===== src/hw/rtl/pcs_pkg.sv =====
// ---------------------------------------------------------------------------
// pcs_pkg: shared types and microcode for the pancake sorter
// Control word layout, sequencer condition flags, action and jump codes,
// and the read-only program that drives the sort datapath.
// ---------------------------------------------------------------------------
`default_nettype none

package pcs_pkg;

   localparam int PC_W  = 5;
   localparam int ACT_W = 4;
   localparam int JMP_W = 4;
   localparam int DATA_W = 32;

   // datapath actions
   localparam logic [ACT_W-1:0] A_NONE       = 4'd0;
   localparam logic [ACT_W-1:0] A_LOAD       = 4'd1;
   localparam logic [ACT_W-1:0] A_SIZE_INIT  = 4'd2;
   localparam logic [ACT_W-1:0] A_SCAN_START = 4'd3;
   localparam logic [ACT_W-1:0] A_MAX0       = 4'd4;
   localparam logic [ACT_W-1:0] A_SCAN       = 4'd5;
   localparam logic [ACT_W-1:0] A_REV1_SET   = 4'd6;
   localparam logic [ACT_W-1:0] A_REV2_SET   = 4'd7;
   localparam logic [ACT_W-1:0] A_REV_RDLO   = 4'd8;
   localparam logic [ACT_W-1:0] A_REV_RDHI   = 4'd9;
   localparam logic [ACT_W-1:0] A_REV_WRLO   = 4'd10;
   localparam logic [ACT_W-1:0] A_REV_WRHI   = 4'd11;
   localparam logic [ACT_W-1:0] A_SHRINK     = 4'd12;
   localparam logic [ACT_W-1:0] A_EMIT_SET   = 4'd13;
   localparam logic [ACT_W-1:0] A_EMIT_RD    = 4'd14;
   localparam logic [ACT_W-1:0] A_EMIT_WR    = 4'd15;

   // sequencer jump kinds
   localparam logic [JMP_W-1:0] J_NEXT      = 4'd0;
   localparam logic [JMP_W-1:0] J_GOTO      = 4'd1;
   localparam logic [JMP_W-1:0] J_IDLE      = 4'd2;
   localparam logic [JMP_W-1:0] J_SIZE_LE1  = 4'd3;
   localparam logic [JMP_W-1:0] J_SCAN      = 4'd4;
   localparam logic [JMP_W-1:0] J_BEST_LAST = 4'd5;
   localparam logic [JMP_W-1:0] J_BEST_ZERO = 4'd6;
   localparam logic [JMP_W-1:0] J_LO_GE_HI  = 4'd7;
   localparam logic [JMP_W-1:0] J_EMIT      = 4'd8;

   // program step addresses
   localparam logic [PC_W-1:0] S_IDLE     = 5'd0;
   localparam logic [PC_W-1:0] S_INIT     = 5'd1;
   localparam logic [PC_W-1:0] S_TOP      = 5'd2;
   localparam logic [PC_W-1:0] S_MAX0     = 5'd3;
   localparam logic [PC_W-1:0] S_SCAN     = 5'd4;
   localparam logic [PC_W-1:0] S_DEC1     = 5'd5;
   localparam logic [PC_W-1:0] S_DEC2     = 5'd6;
   localparam logic [PC_W-1:0] S_REV1_SET = 5'd7;
   localparam logic [PC_W-1:0] S_R1_RDLO  = 5'd8;
   localparam logic [PC_W-1:0] S_R1_RDHI  = 5'd9;
   localparam logic [PC_W-1:0] S_R1_WRLO  = 5'd10;
   localparam logic [PC_W-1:0] S_R1_WRHI  = 5'd11;
   localparam logic [PC_W-1:0] S_REV2_SET = 5'd12;
   localparam logic [PC_W-1:0] S_R2_RDLO  = 5'd13;
   localparam logic [PC_W-1:0] S_R2_RDHI  = 5'd14;
   localparam logic [PC_W-1:0] S_R2_WRLO  = 5'd15;
   localparam logic [PC_W-1:0] S_R2_WRHI  = 5'd16;
   localparam logic [PC_W-1:0] S_SHRINK   = 5'd17;
   localparam logic [PC_W-1:0] S_EMIT_SET = 5'd18;
   localparam logic [PC_W-1:0] S_EMIT_RD  = 5'd19;
   localparam logic [PC_W-1:0] S_EMIT_WR  = 5'd20;

   typedef struct packed {
      logic [ACT_W-1:0] act;
      logic [JMP_W-1:0] jmp;
      logic [PC_W-1:0]  target;
   } pcs_ctrl_type;

   typedef struct packed {
      logic accept_last;
      logic size_le1;
      logic scan_done;
      logic best_last;
      logic best_zero;
      logic lo_ge_hi;
      logic emit_stall;
      logic emit_last;
   } pcs_cond_type;

   function automatic pcs_ctrl_type pcs_rom(input logic [PC_W-1:0] pc);
      pcs_ctrl_type w;
      unique case (pc)
         S_IDLE:     w = '{A_LOAD,       J_IDLE,      S_INIT};
         S_INIT:     w = '{A_SIZE_INIT,  J_NEXT,      S_IDLE};
         S_TOP:      w = '{A_SCAN_START, J_SIZE_LE1,  S_EMIT_SET};
         S_MAX0:     w = '{A_MAX0,       J_NEXT,      S_IDLE};
         S_SCAN:     w = '{A_SCAN,       J_SCAN,      S_DEC1};
         S_DEC1:     w = '{A_NONE,       J_BEST_LAST, S_SHRINK};
         S_DEC2:     w = '{A_NONE,       J_BEST_ZERO, S_REV2_SET};
         S_REV1_SET: w = '{A_REV1_SET,   J_NEXT,      S_IDLE};
         S_R1_RDLO:  w = '{A_REV_RDLO,   J_LO_GE_HI,  S_REV2_SET};
         S_R1_RDHI:  w = '{A_REV_RDHI,   J_NEXT,      S_IDLE};
         S_R1_WRLO:  w = '{A_REV_WRLO,   J_NEXT,      S_IDLE};
         S_R1_WRHI:  w = '{A_REV_WRHI,   J_GOTO,      S_R1_RDLO};
         S_REV2_SET: w = '{A_REV2_SET,   J_NEXT,      S_IDLE};
         S_R2_RDLO:  w = '{A_REV_RDLO,   J_LO_GE_HI,  S_SHRINK};
         S_R2_RDHI:  w = '{A_REV_RDHI,   J_NEXT,      S_IDLE};
         S_R2_WRLO:  w = '{A_REV_WRLO,   J_NEXT,      S_IDLE};
         S_R2_WRHI:  w = '{A_REV_WRHI,   J_GOTO,      S_R2_RDLO};
         S_SHRINK:   w = '{A_SHRINK,     J_GOTO,      S_TOP};
         S_EMIT_SET: w = '{A_EMIT_SET,   J_NEXT,      S_IDLE};
         S_EMIT_RD:  w = '{A_EMIT_RD,    J_NEXT,      S_IDLE};
         S_EMIT_WR:  w = '{A_EMIT_WR,    J_EMIT,      S_EMIT_RD};
         default:    w = '{A_NONE,       J_GOTO,      S_IDLE};
      endcase
      return w;
   endfunction

endpackage

`default_nettype wire


===== src/hw/rtl/pancake_sorter_top.sv =====
// ---------------------------------------------------------------------------
// pancake_sorter_top: stream sorter using pancake flips
// Collects signed elements, sorts them ascending when the last beat of a set
// arrives, then streams the sorted set out with the final beat marked.
// ---------------------------------------------------------------------------
// Elements load at one beat per clock into a single store of MAX_ELEMENTS
// entries; beats beyond capacity are dropped and flagged on tuser of every
// result of that run. The beat with tlast starts the sort, during which the
// input is not ready. For each prefix of size s (from the element count n
// down to 2) the store is scanned to find the first maximum, then up to two
// prefix reversals follow, each a setup step and then swaps of pairs from
// the ends inward. Results then leave one beat at a time; each is read from
// the store and loaded into the result register only once that register is
// free. The microcode program steps through the single store port pair
// (one read with registered data, one write per cycle).
`default_nettype none

module pancake_sorter_top
   import pcs_pkg::*;
#(
   parameter int MAX_ELEMENTS = 64
) (
   input  wire logic              clock,
   input  wire logic              reset,
   // input stream
   input  wire logic              req_tvalid,
   output logic                   req_tready,
   input  wire logic [DATA_W-1:0] req_tdata,   // [31:0] value
   input  wire logic              req_tlast,   // last element of the set
   // result stream
   output logic                   rsp_tvalid,
   input  wire logic              rsp_tready,
   output logic [DATA_W-1:0]      rsp_tdata,   // [31:0] value_res
   output logic                   rsp_tlast,   // last sorted element
   output logic                   rsp_tuser    // [0] overflow
);

   localparam int AW = (MAX_ELEMENTS > 1) ? $clog2(MAX_ELEMENTS) : 1;
   localparam int CW = $clog2(MAX_ELEMENTS + 1);
   localparam logic [CW-1:0] MAX_CNT = CW'(MAX_ELEMENTS);

   pcs_ctrl_type ctrl;
   pcs_cond_type cond;

   // element store
   logic [DATA_W-1:0] mem [MAX_ELEMENTS];
   logic              rd_en;
   logic [AW-1:0]     rd_addr;
   logic              wr_en;
   logic [AW-1:0]     wr_addr;
   logic [DATA_W-1:0] wr_data;
   logic [DATA_W-1:0] rdata_ff;

   // datapath registers
   logic [CW-1:0]     cnt_ff, cnt_in;
   logic              drop_ff, drop_in;
   logic [CW-1:0]     size_ff, size_in;
   logic [CW-1:0]     k_ff, k_in;
   logic [AW-1:0]     best_ff, best_in;
   logic [DATA_W-1:0] bestval_ff, bestval_in;
   logic [AW-1:0]     lo_ff, lo_in;
   logic [AW-1:0]     hi_ff, hi_in;
   logic [DATA_W-1:0] tmp_ff, tmp_in;

   // result register
   logic              rsp_valid_ff, rsp_valid_in;
   logic [DATA_W-1:0] rsp_data_ff, rsp_data_in;
   logic              rsp_last_ff, rsp_last_in;
   logic              rsp_ovf_ff, rsp_ovf_in;

   logic              accept;
   logic              out_free;
   logic              emit_last;
   logic [CW-1:0]     size_m1;
   logic [CW-1:0]     k_nxt;

   pcs_sequencer u_seq (
      .clock (clock),
      .reset (reset),
      .cond  (cond),
      .ctrl  (ctrl)
   );

   assign req_tready = (ctrl.act == A_LOAD);
   assign accept     = req_tvalid && req_tready;
   assign out_free   = !rsp_valid_ff || rsp_tready;
   assign size_m1    = size_ff - 1'b1;
   assign k_nxt      = k_ff + 1'b1;
   assign emit_last  = (k_ff == (cnt_ff - 1'b1));

   // condition flags seen by the sequencer
   always_comb begin
      cond.accept_last = accept && req_tlast;
      cond.size_le1    = (size_ff <= CW'(1));
      cond.scan_done   = (k_ff == size_m1);
      cond.best_last   = (best_ff == size_m1[AW-1:0]);
      cond.best_zero   = (best_ff == '0);
      cond.lo_ge_hi    = (lo_ff >= hi_ff);
      cond.emit_stall  = !out_free;
      cond.emit_last   = emit_last;
   end

   // decode the control word into datapath updates
   always_comb begin
      cnt_in       = cnt_ff;
      drop_in      = drop_ff;
      size_in      = size_ff;
      k_in         = k_ff;
      best_in      = best_ff;
      bestval_in   = bestval_ff;
      lo_in        = lo_ff;
      hi_in        = hi_ff;
      tmp_in       = tmp_ff;
      rsp_valid_in = rsp_valid_ff && !rsp_tready;
      rsp_data_in  = rsp_data_ff;
      rsp_last_in  = rsp_last_ff;
      rsp_ovf_in   = rsp_ovf_ff;
      rd_en        = 1'b0;
      rd_addr      = '0;
      wr_en        = 1'b0;
      wr_addr      = '0;
      wr_data      = rdata_ff;

      unique case (ctrl.act)
         A_LOAD: begin
            // store the beat, or drop it and flag the run once full
            if (accept) begin
               if (cnt_ff < MAX_CNT) begin
                  wr_en   = 1'b1;
                  wr_addr = cnt_ff[AW-1:0];
                  wr_data = req_tdata;
                  cnt_in  = cnt_ff + 1'b1;
               end else begin
                  drop_in = 1'b1;
               end
            end
         end
         A_SIZE_INIT: begin
            size_in = cnt_ff;
         end
         A_SCAN_START: begin
            k_in    = CW'(1);
            best_in = '0;
            rd_en   = 1'b1;
            rd_addr = '0;
         end
         A_MAX0: begin
            bestval_in = rdata_ff;
            rd_en      = 1'b1;
            rd_addr    = k_ff[AW-1:0];
         end
         A_SCAN: begin
            // strict compare keeps the first maximum
            if ($signed(rdata_ff) > $signed(bestval_ff)) begin
               best_in    = k_ff[AW-1:0];
               bestval_in = rdata_ff;
            end
            k_in    = k_nxt;
            rd_en   = 1'b1;
            rd_addr = k_nxt[AW-1:0];
         end
         A_REV1_SET: begin
            lo_in = '0;
            hi_in = best_ff;
         end
         A_REV2_SET: begin
            lo_in = '0;
            hi_in = size_m1[AW-1:0];
         end
         A_REV_RDLO: begin
            rd_en   = 1'b1;
            rd_addr = lo_ff;
         end
         A_REV_RDHI: begin
            tmp_in  = rdata_ff;
            rd_en   = 1'b1;
            rd_addr = hi_ff;
         end
         A_REV_WRLO: begin
            wr_en   = 1'b1;
            wr_addr = lo_ff;
            wr_data = rdata_ff;
         end
         A_REV_WRHI: begin
            wr_en   = 1'b1;
            wr_addr = hi_ff;
            wr_data = tmp_ff;
            lo_in   = lo_ff + 1'b1;
            hi_in   = hi_ff - 1'b1;
         end
         A_SHRINK: begin
            size_in = size_m1;
         end
         A_EMIT_SET: begin
            k_in = '0;
         end
         A_EMIT_RD: begin
            rd_en   = 1'b1;
            rd_addr = k_ff[AW-1:0];
         end
         A_EMIT_WR: begin
            // load the result register once it frees up
            if (out_free) begin
               rsp_valid_in = 1'b1;
               rsp_data_in  = rdata_ff;
               rsp_last_in  = emit_last;
               rsp_ovf_in   = drop_ff;
               k_in         = k_nxt;
               if (emit_last) begin
                  cnt_in  = '0;
                  drop_in = 1'b0;
               end
            end
         end
         default: begin
         end
      endcase
   end

   // store: one write and one registered read per cycle
   always_ff @(posedge clock) begin
      if (wr_en) begin
         mem[wr_addr] <= wr_data;
      end
      if (rd_en) begin
         rdata_ff <= mem[rd_addr];
      end
   end

   always_ff @(posedge clock) begin
      if (reset) begin
         cnt_ff       <= '0;
         drop_ff      <= 1'b0;
         rsp_valid_ff <= 1'b0;
      end else begin
         cnt_ff       <= cnt_in;
         drop_ff      <= drop_in;
         rsp_valid_ff <= rsp_valid_in;
      end
   end

   always_ff @(posedge clock) begin
      size_ff     <= size_in;
      k_ff        <= k_in;
      best_ff     <= best_in;
      bestval_ff  <= bestval_in;
      lo_ff       <= lo_in;
      hi_ff       <= hi_in;
      tmp_ff      <= tmp_in;
      rsp_data_ff <= rsp_data_in;
      rsp_last_ff <= rsp_last_in;
      rsp_ovf_ff  <= rsp_ovf_in;
   end

   assign rsp_tvalid = rsp_valid_ff;
   assign rsp_tdata  = rsp_data_ff;
   assign rsp_tlast  = rsp_last_ff;
   assign rsp_tuser  = rsp_ovf_ff;

`ifndef SYNTHESIS
   a_cnt_bound: assert property (@(posedge clock) disable iff (reset)
      cnt_ff <= MAX_CNT)
      else $error("element count beyond capacity");

   a_sort_nonempty: assert property (@(posedge clock) disable iff (reset)
      cond.accept_last |=> (cnt_ff != '0))
      else $error("sort started on an empty store");

   a_scan_range: assert property (@(posedge clock) disable iff (reset)
      (ctrl.act == A_SCAN) |-> (k_ff < size_ff))
      else $error("max scan ran past the prefix");

   a_swap_order: assert property (@(posedge clock) disable iff (reset)
      (ctrl.act == A_REV_WRHI) |-> (lo_ff < hi_ff))
      else $error("reversal swapped crossed indexes");
`endif

endmodule

`default_nettype wire


===== src/hw/rtl/pcs_sequencer.sv =====
// ---------------------------------------------------------------------------
// pcs_sequencer: microcode step counter for the pancake sorter
// Holds the step counter, reads the control word from the program table and
// resolves conditional jumps from the datapath flags.
// ---------------------------------------------------------------------------
`default_nettype none

module pcs_sequencer
   import pcs_pkg::*;
(
   input  wire logic         clock,
   input  wire logic         reset,
   input  wire pcs_cond_type cond,
   output pcs_ctrl_type      ctrl
);

   logic [PC_W-1:0] pc_ff;
   logic [PC_W-1:0] pc_in;
   logic [PC_W-1:0] pc_next;

   assign ctrl    = pcs_rom(pc_ff);
   assign pc_next = pc_ff + 1'b1;

   always_comb begin
      unique case (ctrl.jmp)
         J_NEXT:      pc_in = pc_next;
         J_GOTO:      pc_in = ctrl.target;
         J_IDLE:      pc_in = cond.accept_last ? ctrl.target : pc_ff;
         J_SIZE_LE1:  pc_in = cond.size_le1 ? ctrl.target : pc_next;
         J_SCAN:      pc_in = cond.scan_done ? ctrl.target : pc_ff;
         J_BEST_LAST: pc_in = cond.best_last ? ctrl.target : pc_next;
         J_BEST_ZERO: pc_in = cond.best_zero ? ctrl.target : pc_next;
         J_LO_GE_HI:  pc_in = cond.lo_ge_hi ? ctrl.target : pc_next;
         J_EMIT: begin
            // hold while the result register is occupied
            priority if (cond.emit_stall) pc_in = pc_ff;
            else if (cond.emit_last)       pc_in = S_IDLE;
            else                           pc_in = ctrl.target;
         end
         default:     pc_in = S_IDLE;
      endcase
   end

   always_ff @(posedge clock) begin
      if (reset) begin
         pc_ff <= S_IDLE;
      end else begin
         pc_ff <= pc_in;
      end
   end

endmodule

`default_nettype wire

===== config.mk =====
export PLATFORM = sky130hd
export DESIGN_NAME = pancake_sorter_top
export DESIGN_NICKNAME = d
export VERILOG_FILES = /design/src/hw/rtl/pcs_pkg.sv /design/src/hw/rtl/pancake_sorter_top.sv /design/src/hw/rtl/pcs_sequencer.sv
export SDC_FILE = /design/constraint.sdc
export NUM_CORES = 2
export LEC_CHECK = 0
export ABC_AREA = 0
export BUFFER_PORTS_ARGS = -buffer_cell sky130_fd_sc_hd__buf_4
export CELL_PAD_IN_SITES_DETAIL_PLACEMENT = 0
export CELL_PAD_IN_SITES_GLOBAL_PLACEMENT = 2
export CORE_ASPECT_RATIO = 0.9
export CORE_MARGIN = 2
export CORE_UTILIZATION = 50
export CTS_CLUSTER_DIAMETER = 100
export CTS_CLUSTER_SIZE = 14
export DETAILED_ROUTE_END_ITERATION = 12
export PLACE_DENSITY = 0.86
export SLEW_MARGIN = 10
export SYNTH_ARGS = -nofsm -noshare
export SYNTH_HDL_FRONTEND = slang
export SYNTH_HIERARCHICAL = 1
export SYNTH_SLANG_ARGS = --single-unit

===== constraint.sdc =====
create_clock -name clock -period 7.21 [get_ports clock]
set_input_delay 0.721 -clock clock [delete_from_list [all_inputs] [get_ports clock]]
set_output_delay 0.721 -clock clock [all_outputs]
set_load 0.03 [all_outputs]

==> results.yml <==
run_status:
  outcome: "finished clean"
sta:
  rsz0062_at_grt: "false"
  finClkSkew_ps: 43.74
  hold_violations: 0
  slew_violations: 0
  period_needed_ps: 5591
  setup_violations: 0
  max-slew-margin-rel_pct: 14.66
  tns_ps: 0
  period_share_pct: 77.54
  worst_pin_slew_ps: 1277
  max_freq_ghz: 0.1789
setup_path:
  path_delay_family: "compound AO/OA/AOI/OAI gates"
  crit_path_start_kind: "flop"
  crit_path_max_incr_delay_ps: 980
  endpoint: "rdata_ff[24]"
  path_cells: "and3b_1 > a22oi_4 > and2_4 > buf_12 > buf_12 > nand2_1 > a311oi_1 > a311oi_1 > a31oi_1 > o22ai_1 > a31oi_1"
  cp-startpoint: "u_seq/ctrl[9]"
  r2r-end: "rdata_ff[24]"
  cp.arrival_ps: 6140
  path_max_fanout: 118
  criticalPathCategory: "reg -> reg"
  ff2ff_setup_slack_ps: 1620
  cp_num_cells: 11
  rr_startpoint: "u_seq/ctrl[9]"
  path_buf_inv: 2
  reg2reg_depth: 11
  slowest_stage: "dfxtp_1"
  required_ps: 7760
  endpoint_kind: "flop"
clock_network:
  cts_root_buf: "clkbuf_16"
  post_cts_buffers: 0
  cts.sinks: 2237
  clk_pin_slew_ps: 70
  ctsResizeCount: 0
  clock_latency_ps: 840
  cts_buffer_depth: 3
  h-tree-depth: 4
  cts_buffers: 178
  cts_tree: "built"
  postCtsHoldBufs: 0
global_route:
  first_global_vias: 52599
  grt_pass1_wl_um: 371200
  grt_use_total_pct: 27.59
  overflow: 0
  grt_start_max_net_pins: 158
  antenna_found_initial: 12
floorplanning:
  core_area_sq_um: 178800
  die_width_um: 451.7
  pin_count: 73
  fp-row-count: 147
  die_area_sq_um: 183800
  start_util_pct: 50.45
  die_h_um: 406.9
logic_synthesis:
  synth_largest_area_cell: "edfxtp_1"
  syn-num-nets: 6626
  synthCells: 6537
  synth_flop_cell: "edfxtp_1"
  synth_edf_count: 2210
  synth.top_cells.by_count: "edfxtp_1 (2210), nand2_1 (1683), nand3_1 (516), a31oi_1 (208), and3_1 (189)"
  synth_top_area_share_pct: 73.58
  synthArstFlopShare_pct: 0
  synth.area.top_cells: "edfxtp_1 (74%), nand2_1 (7.0%), nand3_1 (2.9%)"
  ys_ff_latch: 2237
  netlist_area_sq_um: 90190
  syn-mean-instance-area_sq_um: 13.80
  ys_types: 89
  yosys_warnings: 6
  yosysMostFrequentCell: "edfxtp_1"
  ys_seq_area_share_pct: 74.18
job:
  cap_violations: 0
power_and_ir_drop:
  p_per_area_nw_per_um2: 365.4
  switching_share_pct: 33.32
  total_power_mw: 36.10
  p_sw_mw: 12.03
  seqPwrFrac_pct: 50.6
  p_leak_nw: 33.06
  ir_drop_uv: 304.9
  p_int_mw: 24.07
  power_frac_comb_pct: 24.8
  pwr-share-clk_pct: 24.6
placed_design:
  placed_area_sq_um: 94020
  dp.cells: 8742
  numPortBuffers: 72
  gp_congestion: 0.8436
  dpl.hpwl_um: 148200
finish:
  fill_cells: 14283
  fin_nets: 6627
  drive_gt1_share_pct: 9.974
  syn2layout_area_growth_pct: 9.559
  design_area_sq_um: 98810
  fin_cells: 8942
drt:
  drt_iter0_markers: 7793
  drc_errors: 0
  ant_nets: 0
  vias: 56148
  viasPerCell: 6.279
  drt_pass1_iterations: 8
  post_drt_wl_per_cell_um: 28.63
  wirelength_um: 256000
worst_hold_path:
  hold_class: "in -> reg"
cell type report:
class                      instances  area (sq um)  area share [%]
sequential                      2237         66900           67.71
multi-input combinational       3819         21860           22.13
clock buffer                     188          4577           4.632
tap                             2384          2983           3.019
timing repair buffer             244          2100           2.125
inverter                          58         217.7          0.2203
clock inverter                    11         162.7          0.1646
antenna                            1         2.502        0.002533
power groups by stage:
stage	Sequential, mW	Clock [mW]	Combinational, mW
final	18.3	8.88	8.97
after global routing	18.3	9.41	9.58
after CTS	18.3	8.97	8.78
after detailed placement	18.6	0	8.76
after global placement	18.5	0	8.59
after floorplan	18.2	0	4.96
metrics by stage:
step / setup slack (ps) / utilization, % / hold WS, ps
finish: 1619 / 55.27 / 220.7
global route: 1399 / 55.27 / 225.6
CTS: 1753 / 55.24 / 158.5
detailed placement: 1771 / 52.59 / 433.9
global placement: 1795 / 52.58 / 423.7
floorplan: 2807 / - / 409.1
worst min path at each step:
stage	from	endpoint	slack, ps	cells past startpoint
2_1_floorplan	drop_ff	rsp_tuser	410	0
3_3_place_gp	drop_ff	rsp_tuser	420	0
3_5_place_dp	drop_ff	rsp_tuser	430	0
4_1_cts	req_tvalid	drop_ff	160	3
5_1_grt	reset	cnt_ff[0]	230	2
6_report	req_tvalid	drop_ff	220	3
per-layer routing:
metal  global-route usage [%]  up-vias  wire length, um
li1                         -    24504                -
met1                    41.84    28458           110600
met5                        0        -               13
met2                    41.20     2859           114200
met3                    5.268      325            25370
met4                    6.789        2             5786
registers in the layout, summed over array words and instances (netlist names):
register     count
mem           2048
bestval_ff      32
rdata_ff        32
rsp_tdata       32
tmp_ff          32
u_seq/ctrl      13
cnt_ff           7
k_ff             7
size_ff          7
best_ff          6
hi_ff            6
lo_ff            6
u_seq/pc_ff      5
drop_ff          1
rsp_tlast        1
rsp_tuser        1
rsp_tvalid       1
worst min-delay path, stage by stage:
cell	delay, ps
buf_4	110
a41oi_1	90
nor2_1	70
placed cells by master (no fill, tap or decap), types with 16 or more instances in the layout:
master | synthesis | final
clkbuf_16 | 0 | 182
nand4_1 | 53 | 53
nor2_4 | 0 | 71
o21ai_0 | 19 | 19
ha_1 | 52 | 52
and3_1 | 189 | 189
nor2_1 | 165 | 90
nor3_1 | 18 | 17
nand3_1 | 516 | 516
a32oi_1 | 93 | 93
mux2i_1 | 70 | 70
a21oi_1 | 143 | 143
inv_1 | 57 | 57
nand2_1 | 1683 | 1650
dfxtp_1 | 27 | 27
a221oi_1 | 21 | 21
nand2_2 | 2 | 24
edfxtp_1 | 2210 | 2210
a211o_1 | 16 | 16
o211ai_1 | 17 | 17
a311oi_1 | 54 | 54
xor2_1 | 19 | 19
buf_4 | 18 | 221
a211oi_1 | 70 | 69
mux4_2 | 40 | 40
a31oi_1 | 208 | 208
xnor2_1 | 27 | 27
buf_12 | 0 | 21
a22oi_1 | 63 | 63
o22ai_1 | 27 | 27
cells by family (layout without fill, tap and decap cells):
kind of cell	count (synthesis)	in the layout	synth area share, %
buffers and inverters	481	501	2.425
flip-flops	2237	2237	74.18
XOR/XNOR	46	46	0.4467
multiplexers	113	113	1.813
other	0	1	0
AND/OR/NAND/NOR	2724	2724	13.10
AO/OA/AOI/OAI	883	883	7.295
adder cells (fa/ha/maj)	53	53	0.7325
Power figures use the tool's default switching activity.
